**src/hdl/fcfl_pkg.sv**
```systemverilog
// ----------------------------------------------------------------------------
// fcfl_pkg: shared types and constants of the chunk free-list allocator
// Request, response and queue entry layouts, command and status codes.
// ----------------------------------------------------------------------------
package fcfl_pkg;

  localparam int unsigned CNT_W       = 9;  // pool size register width
  localparam int unsigned IDX_W       = 8;  // chunk index width on the ports
  localparam int unsigned QUEUE_DEPTH = 2;

  typedef enum logic [1:0] {
    CMD_ALLOC    = 2'd0,
    CMD_FREE     = 2'd1,
    CMD_FREE_ALL = 2'd2
  } cmd_e;

  typedef enum logic [1:0] {
    ST_OK    = 2'd0,
    ST_EMPTY = 2'd1,
    ST_RANGE = 2'd2
  } status_e;

  // Work handed from the front to the back.
  typedef enum logic [1:0] {
    OP_REPLY    = 2'd0,  // answer with a fixed status, no state change
    OP_ALLOC    = 2'd1,
    OP_PUSH     = 2'd2,
    OP_FREE_ALL = 2'd3
  } op_e;

  typedef logic [CNT_W-1:0] cfg_t;

  typedef struct packed {
    logic [1:0]       cmd;
    logic [IDX_W-1:0] chunk_index;
    logic             is_null;
  } req_t;

  typedef struct packed {
    logic [IDX_W-1:0] granted_index;
    logic [1:0]       status;
  } rsp_t;

  typedef struct packed {
    op_e              op;
    status_e          status;
    logic [IDX_W-1:0] idx;
    logic [CNT_W-1:0] cnt;
  } entry_t;

endpackage

```
**src/hdl/fcfl_chan_if.sv**
```systemverilog
// ----------------------------------------------------------------------------
// fcfl_chan_if: valid/ready channel
// Carries one payload of the given type per request.
// ----------------------------------------------------------------------------
interface fcfl_chan_if #(
  parameter type payload_t = logic
);
  logic     valid;
  logic     ready;
  payload_t data;

  modport source (output valid, output data, input ready);
  modport sink   (input valid, input data, output ready);
endinterface

```
**src/hdl/fcfl_ram.sv**
```systemverilog
// ----------------------------------------------------------------------------
// fcfl_ram: generic simple dual-port RAM
// One write port, one read port with registered read data.
// ----------------------------------------------------------------------------
module fcfl_ram #(
  parameter int unsigned WIDTH = 9,
  parameter int unsigned DEPTH = 256
) (
  input  logic                     clk_i,
  input  logic                     we_i,
  input  logic [$clog2(DEPTH)-1:0] waddr_i,
  input  logic [WIDTH-1:0]         wdata_i,
  input  logic [$clog2(DEPTH)-1:0] raddr_i,
  output logic [WIDTH-1:0]         rdata_o
);

  logic [WIDTH-1:0] mem_q [DEPTH];

  always_ff @(posedge clk_i) begin
    if (we_i) begin
      mem_q[waddr_i] <= wdata_i;
    end
    rdata_o <= mem_q[raddr_i];
  end

endmodule

```
**src/hdl/fcfl_front.sv**
```systemverilog
// ----------------------------------------------------------------------------
// fcfl_front: request intake and classification
// Holds the pool size register, checks free requests against the pool size
// and turns each request into a queue entry for the back end.
// ----------------------------------------------------------------------------
module fcfl_front #(
  parameter int unsigned MAX_CHUNKS = 256
) (
  input  logic             clk_i,
  input  logic             rst_ni,
  fcfl_chan_if.sink        req_i,
  fcfl_chan_if.sink        cfg_i,
  input  logic             q_full_i,
  output logic             q_push_o,
  output fcfl_pkg::entry_t q_data_o
);
  import fcfl_pkg::*;

  // Largest pool size the count register can express at this depth.
  localparam int unsigned CAP = (MAX_CHUNKS < (1 << CNT_W)) ? MAX_CHUNKS : (1 << CNT_W) - 1;

  logic [CNT_W-1:0] count_q;
  logic [CNT_W-1:0] eff_count;
  entry_t           entry;

  assign cfg_i.ready = 1'b1;

  always_ff @(posedge clk_i or negedge rst_ni) begin
    if (!rst_ni) begin
      count_q <= '0;
    end else if (cfg_i.valid) begin
      count_q <= cfg_i.data;
    end
  end

  assign eff_count = (count_q > CNT_W'(CAP)) ? CNT_W'(CAP) : count_q;

  always_comb begin
    entry = '{op: OP_REPLY, status: ST_OK, idx: req_i.data.chunk_index, cnt: eff_count};
    unique case (req_i.data.cmd)
      CMD_ALLOC: begin
        entry.op = OP_ALLOC;
      end
      CMD_FREE: begin
        priority if (req_i.data.is_null) begin
          entry.op = OP_REPLY;
        end else if (CNT_W'(req_i.data.chunk_index) >= eff_count) begin
          entry.status = ST_RANGE;
        end else begin
          entry.op = OP_PUSH;
        end
      end
      CMD_FREE_ALL: begin
        entry.op = OP_FREE_ALL;
      end
      default: begin
        entry.op = OP_REPLY;  // unused command: plain ok
      end
    endcase
  end

  assign req_i.ready = !q_full_i;
  assign q_push_o    = req_i.valid && !q_full_i;
  assign q_data_o    = entry;

endmodule

```
**src/hdl/fcfl_queue.sv**
```systemverilog
// ----------------------------------------------------------------------------
// fcfl_queue: short FIFO between front and back
// Lets the intake keep taking requests while the back end is busy.
// ----------------------------------------------------------------------------
module fcfl_queue (
  input  logic             clk_i,
  input  logic             rst_ni,
  input  logic             push_i,
  input  fcfl_pkg::entry_t data_i,
  output logic             full_o,
  input  logic             pop_i,
  output fcfl_pkg::entry_t data_o,
  output logic             empty_o
);
  import fcfl_pkg::*;

  localparam int unsigned PW = (QUEUE_DEPTH > 1) ? $clog2(QUEUE_DEPTH) : 1;

  entry_t        slot_q [QUEUE_DEPTH];
  logic [PW-1:0] wr_q;
  logic [PW-1:0] rd_q;
  logic [PW:0]   fill_q;

  assign full_o  = (fill_q == (PW + 1)'(QUEUE_DEPTH));
  assign empty_o = (fill_q == '0);
  assign data_o  = slot_q[rd_q];

  always_ff @(posedge clk_i) begin
    if (push_i) begin
      slot_q[wr_q] <= data_i;
    end
  end

  always_ff @(posedge clk_i or negedge rst_ni) begin
    if (!rst_ni) begin
      wr_q   <= '0;
      rd_q   <= '0;
      fill_q <= '0;
    end else begin
      if (push_i) begin
        wr_q <= (wr_q == PW'(QUEUE_DEPTH - 1)) ? '0 : wr_q + 1'b1;
      end
      if (pop_i) begin
        rd_q <= (rd_q == PW'(QUEUE_DEPTH - 1)) ? '0 : rd_q + 1'b1;
      end
      if (push_i && !pop_i) begin
        fill_q <= fill_q + 1'b1;
      end else if (pop_i && !push_i) begin
        fill_q <= fill_q - 1'b1;
      end
    end
  end

endmodule

```
**src/hdl/fcfl_back.sv**
```systemverilog
// ----------------------------------------------------------------------------
// fcfl_back: free-list engine
// Owns the head register and the link memory; pops, pushes and rebuilds the
// list and holds the response register.
// ----------------------------------------------------------------------------
module fcfl_back #(
  parameter int unsigned MAX_CHUNKS = 256
) (
  input  logic             clk_i,
  input  logic             rst_ni,
  input  logic             q_empty_i,
  input  fcfl_pkg::entry_t q_data_i,
  output logic             q_pop_o,
  fcfl_chan_if.source      rsp_o
);
  import fcfl_pkg::*;

  localparam int unsigned IW = $clog2(MAX_CHUNKS);
  localparam int unsigned LW = $clog2(MAX_CHUNKS + 1);
  localparam logic [LW-1:0] NULL_LINK = LW'(MAX_CHUNKS);

  localparam logic [1:0] S_IDLE  = 2'd0;
  localparam logic [1:0] S_ALLOC = 2'd1;  // waiting for the head's link
  localparam logic [1:0] S_SWEEP = 2'd2;  // rebuilding the list

  logic [1:0]       state_q, state_d;
  logic [LW-1:0]    head_q, head_d;
  logic             out_valid_q, out_valid_d;
  rsp_t             out_q, out_d;
  logic [IDX_W-1:0] gnt_q, gnt_d;
  logic [CNT_W-1:0] sweep_q, sweep_d;
  logic [CNT_W-1:0] cnt_q, cnt_d;

  logic             out_free;
  logic             ram_we;
  logic [IW-1:0]    ram_waddr;
  logic [LW-1:0]    ram_wdata;
  logic [IW-1:0]    ram_raddr;
  logic [LW-1:0]    ram_rdata;

  fcfl_ram #(
    .WIDTH (LW),
    .DEPTH (MAX_CHUNKS)
  ) u_link_ram (
    .clk_i   (clk_i),
    .we_i    (ram_we),
    .waddr_i (ram_waddr),
    .wdata_i (ram_wdata),
    .raddr_i (ram_raddr),
    .rdata_o (ram_rdata)
  );

  // A new request starts only when its response has somewhere to go.
  assign out_free = !out_valid_q || rsp_o.ready;
  assign q_pop_o  = (state_q == S_IDLE) && !q_empty_i && out_free;

  always_comb begin
    state_d     = state_q;
    head_d      = head_q;
    gnt_d       = gnt_q;
    sweep_d     = sweep_q;
    cnt_d       = cnt_q;
    out_valid_d = out_valid_q && !rsp_o.ready;
    out_d       = out_q;
    ram_we      = 1'b0;
    ram_waddr   = IW'(q_data_i.idx);
    ram_wdata   = head_q;
    ram_raddr   = IW'(head_q);

    unique case (state_q)
      S_IDLE: begin
        if (q_pop_o) begin
          unique case (q_data_i.op)
            OP_REPLY: begin
              out_valid_d = 1'b1;
              out_d       = '{granted_index: '0, status: q_data_i.status};
            end
            OP_PUSH: begin
              ram_we      = 1'b1;
              head_d      = LW'(q_data_i.idx);
              out_valid_d = 1'b1;
              out_d       = '{granted_index: '0, status: ST_OK};
            end
            OP_ALLOC: begin
              if (head_q == NULL_LINK) begin
                out_valid_d = 1'b1;
                out_d       = '{granted_index: '0, status: ST_EMPTY};
              end else begin
                gnt_d   = IDX_W'(head_q);
                state_d = S_ALLOC;
              end
            end
            OP_FREE_ALL: begin
              if (q_data_i.cnt == '0) begin
                head_d      = NULL_LINK;
                out_valid_d = 1'b1;
                out_d       = '{granted_index: '0, status: ST_OK};
              end else begin
                sweep_d = '0;
                cnt_d   = q_data_i.cnt;
                state_d = S_SWEEP;
              end
            end
          endcase
        end
      end
      S_ALLOC: begin
        head_d      = ram_rdata;
        out_valid_d = 1'b1;
        out_d       = '{granted_index: gnt_q, status: ST_OK};
        state_d     = S_IDLE;
      end
      S_SWEEP: begin
        // chunk i links to i-1, chunk 0 ends the list
        ram_we    = 1'b1;
        ram_waddr = IW'(sweep_q);
        ram_wdata = (sweep_q == '0) ? NULL_LINK : LW'(sweep_q - CNT_W'(1));
        if (sweep_q == cnt_q - CNT_W'(1)) begin
          head_d      = LW'(sweep_q);
          out_valid_d = 1'b1;
          out_d       = '{granted_index: '0, status: ST_OK};
          state_d     = S_IDLE;
        end else begin
          sweep_d = sweep_q + CNT_W'(1);
        end
      end
      default: begin
        state_d = S_IDLE;
      end
    endcase
  end

  always_ff @(posedge clk_i or negedge rst_ni) begin
    if (!rst_ni) begin
      state_q     <= S_IDLE;
      head_q      <= NULL_LINK;
      out_valid_q <= 1'b0;
    end else begin
      state_q     <= state_d;
      head_q      <= head_d;
      out_valid_q <= out_valid_d;
    end
  end

  always_ff @(posedge clk_i) begin
    out_q   <= out_d;
    gnt_q   <= gnt_d;
    sweep_q <= sweep_d;
    cnt_q   <= cnt_d;
  end

  assign rsp_o.valid = out_valid_q;
  assign rsp_o.data  = out_q;

  a_alloc_slot_free: assert property (@(posedge clk_i) disable iff (!rst_ni)
    state_q == S_ALLOC |-> !out_valid_q)
    else $error("allocate in flight while a response is pending");

  a_pop_when_idle: assert property (@(posedge clk_i) disable iff (!rst_ni)
    q_pop_o |-> state_q == S_IDLE)
    else $error("queue popped while the engine is busy");

  a_head_bounded: assert property (@(posedge clk_i) disable iff (!rst_ni)
    head_q <= NULL_LINK)
    else $error("head points past the pool");

  a_sweep_bounded: assert property (@(posedge clk_i) disable iff (!rst_ni)
    state_q == S_SWEEP |-> sweep_q < cnt_q)
    else $error("rebuild runs past the chunk count");

endmodule

```
**src/hdl/fixed_chunk_free_list_allocator_top.sv**
```systemverilog
// ----------------------------------------------------------------------------
// fixed_chunk_free_list_allocator_top: LIFO free-list chunk allocator
// Request to response: each request passes through the queue and the response
// register; an allocate adds a registered read of the head's link, and a
// free-all writes one link per cycle while it rebuilds the list.
// Throughput: one free or fixed reply per cycle while the reply channel takes
// them; an allocate or a free-all holds the engine until it has finished.
// Reset: list empty, pool size 0; link memory is not cleared.
// ----------------------------------------------------------------------------
module fixed_chunk_free_list_allocator_top #(
  parameter int unsigned MAX_CHUNKS = 256
) (
  input  logic        clk_i,
  input  logic        rst_ni,
  fcfl_chan_if.sink   req_i,
  fcfl_chan_if.source rsp_o,
  fcfl_chan_if.sink   cfg_i
);
  import fcfl_pkg::*;

  logic   q_push;
  logic   q_full;
  logic   q_pop;
  logic   q_empty;
  entry_t q_wr_data;
  entry_t q_rd_data;

  fcfl_front #(
    .MAX_CHUNKS (MAX_CHUNKS)
  ) u_front (
    .clk_i    (clk_i),
    .rst_ni   (rst_ni),
    .req_i    (req_i),
    .cfg_i    (cfg_i),
    .q_full_i (q_full),
    .q_push_o (q_push),
    .q_data_o (q_wr_data)
  );

  fcfl_queue u_queue (
    .clk_i   (clk_i),
    .rst_ni  (rst_ni),
    .push_i  (q_push),
    .data_i  (q_wr_data),
    .full_o  (q_full),
    .pop_i   (q_pop),
    .data_o  (q_rd_data),
    .empty_o (q_empty)
  );

  fcfl_back #(
    .MAX_CHUNKS (MAX_CHUNKS)
  ) u_back (
    .clk_i     (clk_i),
    .rst_ni    (rst_ni),
    .q_empty_i (q_empty),
    .q_data_i  (q_rd_data),
    .q_pop_o   (q_pop),
    .rsp_o     (rsp_o)
  );

endmodule

```
**src/flat_wrapper.sv**
```systemverilog
// flat-port wrapper written by rule: the top's interface ports become plain ports
module fixed_chunk_free_list_allocator_top_flat import fcfl_pkg::*;
#(
  parameter int unsigned MAX_CHUNKS = 256
)
  (clk_i, rst_ni, req_i_valid, req_i_data, req_i_ready, rsp_o_valid, rsp_o_data, rsp_o_ready, cfg_i_valid, cfg_i_data, cfg_i_ready);
  fcfl_chan_if #(.payload_t(req_t)) req_i_i ();
  fcfl_chan_if #(.payload_t(rsp_t)) rsp_o_i ();
  fcfl_chan_if #(.payload_t(cfg_t)) cfg_i_i ();
  input  logic clk_i;
  input  logic rst_ni;
  input wire logic [$bits(req_i_i.valid)-1:0] req_i_valid;
  input wire logic [$bits(req_i_i.data)-1:0] req_i_data;
  output wire logic [$bits(req_i_i.ready)-1:0] req_i_ready;
  output wire logic [$bits(rsp_o_i.valid)-1:0] rsp_o_valid;
  output wire logic [$bits(rsp_o_i.data)-1:0] rsp_o_data;
  input wire logic [$bits(rsp_o_i.ready)-1:0] rsp_o_ready;
  input wire logic [$bits(cfg_i_i.valid)-1:0] cfg_i_valid;
  input wire logic [$bits(cfg_i_i.data)-1:0] cfg_i_data;
  output wire logic [$bits(cfg_i_i.ready)-1:0] cfg_i_ready;
  assign req_i_i.valid = req_i_valid;
  assign req_i_i.data = req_i_data;
  assign req_i_ready = req_i_i.ready;
  assign rsp_o_valid = rsp_o_i.valid;
  assign rsp_o_data = rsp_o_i.data;
  assign rsp_o_i.ready = rsp_o_ready;
  assign cfg_i_i.valid = cfg_i_valid;
  assign cfg_i_i.data = cfg_i_data;
  assign cfg_i_ready = cfg_i_i.ready;
  fixed_chunk_free_list_allocator_top #(.MAX_CHUNKS(MAX_CHUNKS)) u_core (.clk_i(clk_i), .rst_ni(rst_ni), .req_i(req_i_i), .rsp_o(rsp_o_i), .cfg_i(cfg_i_i));
endmodule
```
**config.mk**
```make
export PLATFORM = sky130hd
export DESIGN_NAME = fixed_chunk_free_list_allocator_top_flat
export DESIGN_NICKNAME = d
export VERILOG_FILES = /design/src/hdl/fcfl_pkg.sv /design/src/hdl/fcfl_chan_if.sv /design/src/hdl/fcfl_ram.sv /design/src/hdl/fcfl_front.sv /design/src/hdl/fcfl_queue.sv /design/src/hdl/fcfl_back.sv /design/src/hdl/fixed_chunk_free_list_allocator_top.sv /design/src/flat_wrapper.sv
export SDC_FILE = /design/constraint.sdc
export NUM_CORES = 2
export LEC_CHECK = 0
export BUFFER_PORTS_ARGS = -buffer_cell sky130_fd_sc_hd__buf_2
export CAP_MARGIN = 25
export CORE_ASPECT_RATIO = 2
export CORE_MARGIN = 5
export CORE_UTILIZATION = 30
export DETAILED_ROUTE_END_ITERATION = 16
export PLACE_DENSITY_LB_ADDON = 0.1
export SYNTH_ARGS = -nofsm -noshare
export SYNTH_HDL_FRONTEND = slang
export SYNTH_SLANG_ARGS = --single-unit
```
**constraint.sdc**
```tcl
create_clock -name clk_i -period 21.9 [get_ports clk_i]
set_clock_uncertainty 0.05 [all_clocks]
set_input_delay 1.095 -clock clk_i [delete_from_list [all_inputs] [get_ports clk_i]]
set_output_delay 1.095 -clock clk_i [all_outputs]
set_load 0.05 [all_outputs]
```
Word level (Yosys, flattened, before mapping) --
Memories as Yosys holds them, arrays and structs flattened. A register that Yosys moved wholly into a read port is not among the register bits. Index checks and enable logic that the tools add are counted.
Storage, ports and cells: register bits 61, RAM bits 2346, output and inout port bits 13, memories kept 2
Cells by class: $add $sub $neg 7, $lt $le $gt $ge 2, equal/unequal tests 21, mux-type cells 49, bitwise logic cells 2, reductions and logical operators 29
Memories:
- u_core.u_back.u_link_ram.mem_q | words 256, bits a word 9, rd ports 1, clocked after memory_dff 1, wr ports 1, RTL line fcfl_ram.sv:17 | logic [WIDTH-1:0] mem_q [DEPTH];
- u_core.u_queue.slot_q | words 2, bits a word 21, rd ports 1, clocked after memory_dff 0, wr ports 1, RTL line fcfl_queue.sv:19 | entry_t slot_q [QUEUE_DEPTH];
Operator list (number):
- 2-to-1 mux 9 bit | 10
- 2-to-1 mux 10 bit | 4
- one-hot mux 10 bit (4 select lines) | 1
- one-hot mux 9 bit (2 select lines) | 2
- one-hot mux 10 bit (3 select lines) | 1
- one-hot mux 9 bit (3 select lines) | 1
- 2-to-1 mux 2 bit | 11
- AND reduction 5 bit | 4
- logical NOT 9 bit | 2
- subtractor 9 x 1 -> 9 bit (second input constant) | 2
- 2-to-1 mux 1 bit | 12
- inequality test 3 bit (second input constant) | 4
- equality test 2 bit (second input constant) | 5
- adder 9 x 1 -> 9 bit (second input constant) | 1
- equality test 9 bit | 1
- equality test 9 bit (second input constant) | 1
- greater-or-equal comparator 8 x 9 -> 1 bit | 1
- > comparator 9 bit (second input constant) | 1
- logical NOT 2 bit | 4
- 2-to-1 mux 8 bit | 1
- one-hot mux 2 bit (2 select lines) | 2
- AND reduction 4 bit | 2
- equality test 2 x 1 -> 1 bit (second input constant) | 3
- logical AND 1 bit | 6
- other kinds (15) | 28

Depth between registers and ports, before layout --
depth after elaboration 8, depth in mapped cells 14, mapped depth without buffers 10

Modules after synthesis --
Synthesis repeated with hierarchy kept, for this count alone.
Unflattened totals: cell total of the unflattened synthesis 4668, area, all modules 94548.2 um^2
Modules (own cells, without submodules):
- fcfl_ram | times used 1, cells each 4237, area each 89278.1 um^2, seq. area each 69366.5 um^2
- fcfl_back | times used 1, cells each 275, area each 2837.7 um^2, seq. area each 1382.6 um^2
- fcfl_queue | times used 1, cells each 81, area each 1706.6 um^2, seq. area each 1361.3 um^2
- fcfl_front | times used 1, cells each 75, area each 725.7 um^2, seq. area each 225.2 um^2

Worst setup path before layout --
Ideal clock, no wire load.
path kind register to register, start register u_core.u_back.state_q[0], end memory u_core.u_back.u_link_ram.mem_q[0][4] (data pin), data arrival time 11.642 ns, required time 19.659 ns, path slack 8.017 ns, stages on the path, launching flop included 9, buffers on the path 5, path through dfrtp_1 -> inv_1 -> ha_1 -> clkbuf_1 -> clkbuf_1 -> clkbuf_1 -> clkbuf_1 -> clkbuf_1 -> o21ai_0
On the way: longest elaborated chain between the ends 2
Ends and longest elaborated chain:
- from (decl) | RTL line fcfl_back.sv:26 | logic [1:0] state_q, state_d;
- from (signal assigned) | RTL line fcfl_back.sv:139 | state_q <= state_d;
- equality test 2 bit | RTL line fcfl_back.sv:70 | unique case (state_q)
- 2-to-1 mux 9 bit | RTL line fcfl_back.sv:70
- via u_core.u_back.ram_wdata[4] | RTL line fcfl_back.sv:37 | logic [LW-1:0] ram_wdata;
- to (decl) | RTL line fcfl_ram.sv:17
The timed path passes the listed nets, and every way through them passes these cells.

==> run metrics <==
Crit path required time 22.57 ns; Post-synth EDFFs 2380; YS warnings 0; Hold WS 0.2384 ns; Slew headroom 0.1262; slowest CP cell dfrtp_4; fin crit period 6.221 ns; critical path arrival 6.90 ns; GRT overflow 0; Placed Area 101800 um^2; TNS Setup 0 ns; area share of the largest cell type after synthesis 0.7543; post-DR wirelength/cell 33.80 um; layout cells sized above 1 0.2824; DRC viols 0; crit-path max cell delay 0.89 ns; RSZ-0062 raised after global routing no; area grow syn2layout 15.93%; Avg Inst Size Synth 20.83 um^2; initial antenna violation count 19; Lkg Pwr 34.59 nW; number of levels in the clock H-tree 4; R2R cell count 10; fmax 160.8 MHz; CP Class flip-flop to flip-flop; 1st-pass router iterations 6; Critical R2R Capture u_core.u_back.u_link_ram.rdata_o[7]; cell count after synthesis 4548; Final Cell Area 109800 um^2; register area share after synthesis 0.7628; synthesized area 94750 um^2; Worst Hold Class input pin to asynchronous set/reset pin; CP max FO 92; post-synthesis simple-gate area fraction 0.03264; fill count 29460; gpl congestion 0.7896; layout net count 4968; Tcrit/Tclk final 0.2841; GR Layer Usage met1 0.2374; pre-CTS setup slack 15.39 ns; die width 407.4 um; largest net degree at the start of global routing 186; final hold violation count 0; vias in the first global route 49200; clk root buf clkbuf_16; Cell Pwr Density 153.6 nW/um^2; first-pass GRT wire length 426900 um; worst slew pin tran 1.311 ns; run status completed; clk buf depth 4; dpl cells 8772; Tot GR Track Use 0.1861; worst setup margin 15.68 ns; Routed WL 312300 um; delay-heaviest family, CP buffers and inverters; Top FF cell, synth edfxtp_1; CTS Sinks 2414; grt met2 use 0.3317; dominant cell by count in the synthesized netlist edfxtp_1; post-synthesis mux area share 0.1614; number of CTS-inserted buffers 234; CP bufs+invs 4; total number of vias 47580; met3 Resource Use GR 0.02423; DRT iter0 DRCs 4442; post-cts resize count 0; Via-to-Cell Ratio 5.150; io pins 38; CP Depth 10; Netlist cell types 81; critical path launch point u_core.u_back.head_q[0]; post-route ant nets 0; # Post-CTS Setup Buffers 0; Util after Layout 0.3484; worst path cell trace buf_4 -> buf_12 -> buf_12 -> buf_4 -> mux4_2 -> mux4_2 -> mux2i_1 -> o22ai_1 -> nor2_1 -> a221oi_1; crit path capture u_core.u_back.u_link_ram.rdata_o[7]; Synth async-reset ratio 0.01036; core area 315300 um^2; clk slew on worst S/H paths 0.07 ns; Max Cap Viol 0; CP endpoint kind flip-flop; Final Non-Filler Cells 9238; Initial Utilization 0.3005; Reg2Reg Launch Point u_core.u_back.head_q[0]; post-synthesis adder-cell area fraction 0.002113; Startpoint Class flip-flop; Clock Latency Late Sink 0.87 ns; CTS tree built; worst ir drop on vdd 177.7 uV; #FFs+latches synth 2414; top cells by area in the synthesized netlist edfxtp_1 (75%), mux4_2 (14%), nor2_1 (1.3%); row cnt 292; # port buffers 36; syn_nets 4589; largest family of logic cells by synthesized area multiplexers; hold buffers post-CTS 0; Total Power 16.88 mW; die area 327800 um^2; die height 804.8 um; Max Slew Vio Count 0; Yosys top cell by area edfxtp_1; FF/Latch Area 72300 um^2; synth cell count leaders edfxtp_1 (2380), mux4_2 (603), nor2_1 (340); Synth Area in Compound Gates 0.02322; Post-Synth XOR/XNOR Area 0.002311; area of the multi-input gates 21180 um^2; R2R Setup Slk 15.68 ns; Final setup viols 0; Post-DP HPWL 201200 um; gr busiest metal met2
kinds of logic (layout without fill, tap and decap cells):
group | after synthesis | in the layout
buf+inv | 293 | 861
other cells | 1 | 7
flops | 2414 | 2414
simple gates | 716 | 716
fa+ha+maj | 16 | 16
mux | 769 | 769
compound gates | 314 | 314
xor+xnor | 25 | 25
state kept, by name, indices dropped and copies added, names as in the netlist, 9 cells and up:
name                              count
u_core.u_back.sweep_q                 9
u_core.u_back.u_link_ram.mem_q     2304
u_core.u_front.count_q                9
u_core.u_back.rsp_o.data             10
u_core.u_back.u_link_ram.rdata_o      9
u_core.u_queue.slot_q                40
u_core.u_back.head_q                  9
u_core.u_back.cnt_q                   9
where the power goes:
group / leakage, nW / switching [mW] / internal [mW] / total (mW)
Clock: 3.71 / 1.78 / 2.32 / 4.10
Combinational: 9.03 / 4.34 / 1.78 / 6.12
Sequential: 21.8 / 0.171 / 6.48 / 6.65
Total: 34.6 / 6.29 / 10.6 / 16.9
how the worst min path moves through the flow:
stage | from | to | slack [ns] | cells past startpoint
2_1_floorplan | u_core.u_back.head_q[1] | u_core.u_back.gnt_q[1] | 0.37 | 0
3_3_place_gp | u_core.u_queue.wr_q | u_core.u_queue.wr_q | 0.43 | 1
3_5_place_dp | u_core.u_queue.wr_q | u_core.u_queue.wr_q | 0.44 | 1
4_1_cts | rst_ni | u_core.u_front.count_q[6] | 0.16 | 1
5_1_grt | rst_ni | u_core.u_queue.rd_q | 0.24 | 1
6_report | rst_ni | u_core.u_front.count_q[2] | 0.24 | 1
routing by layer:
metal / share of wire / routed length [um]
met1: 0.41 / 126600
met4: 0.033 / 10270
met2: 0.52 / 161300
met5: 0.00010 / 32
met3: 0.045 / 14090
cells in the final DEF, fill, tap and decap left out, types with 27 or more instances in the layout:
master / netlist / layout
bufinv_16: 0 / 27
a22oi_1: 50 / 50
clkinv_1: 0 / 35
clkbuf_16: 0 / 236
mux4_2: 603 / 603
clkbuf_1: 107 / 45
mux2_2: 39 / 39
buf_2: 67 / 37
a21oi_1: 67 / 67
buf_4: 36 / 269
nand2_1: 201 / 201
mux2i_1: 126 / 126
nor2_1: 340 / 333
o21ai_0: 42 / 34
edfxtp_1: 2380 / 2380
buf_6: 17 / 84
nand3_1: 56 / 56
clkinv_2: 0 / 53
layout make-up:
cell class,count,share of cell area
tap,4116,0.04689
clock inverter,134,0.01255
clock buffer,291,0.05656
inverter,31,0.001162
antenna,6,0.0001367
timing repair buffer,405,0.03170
sequential,2414,0.6582
multi-input combinational,1841,0.1928
worst reg2reg max path, stage by stage (launching register included):
cell      delay (ns)
dfrtp_4         0.89
buf_4           0.64
buf_12          0.65
buf_12          0.70
buf_4           0.73
mux4_2          0.63
mux4_2          0.55
mux2i_1         0.55
o22ai_1         0.15
nor2_1          0.44
a221oi_1        0.09
Note: power is estimated with default switching activity, not from simulation.
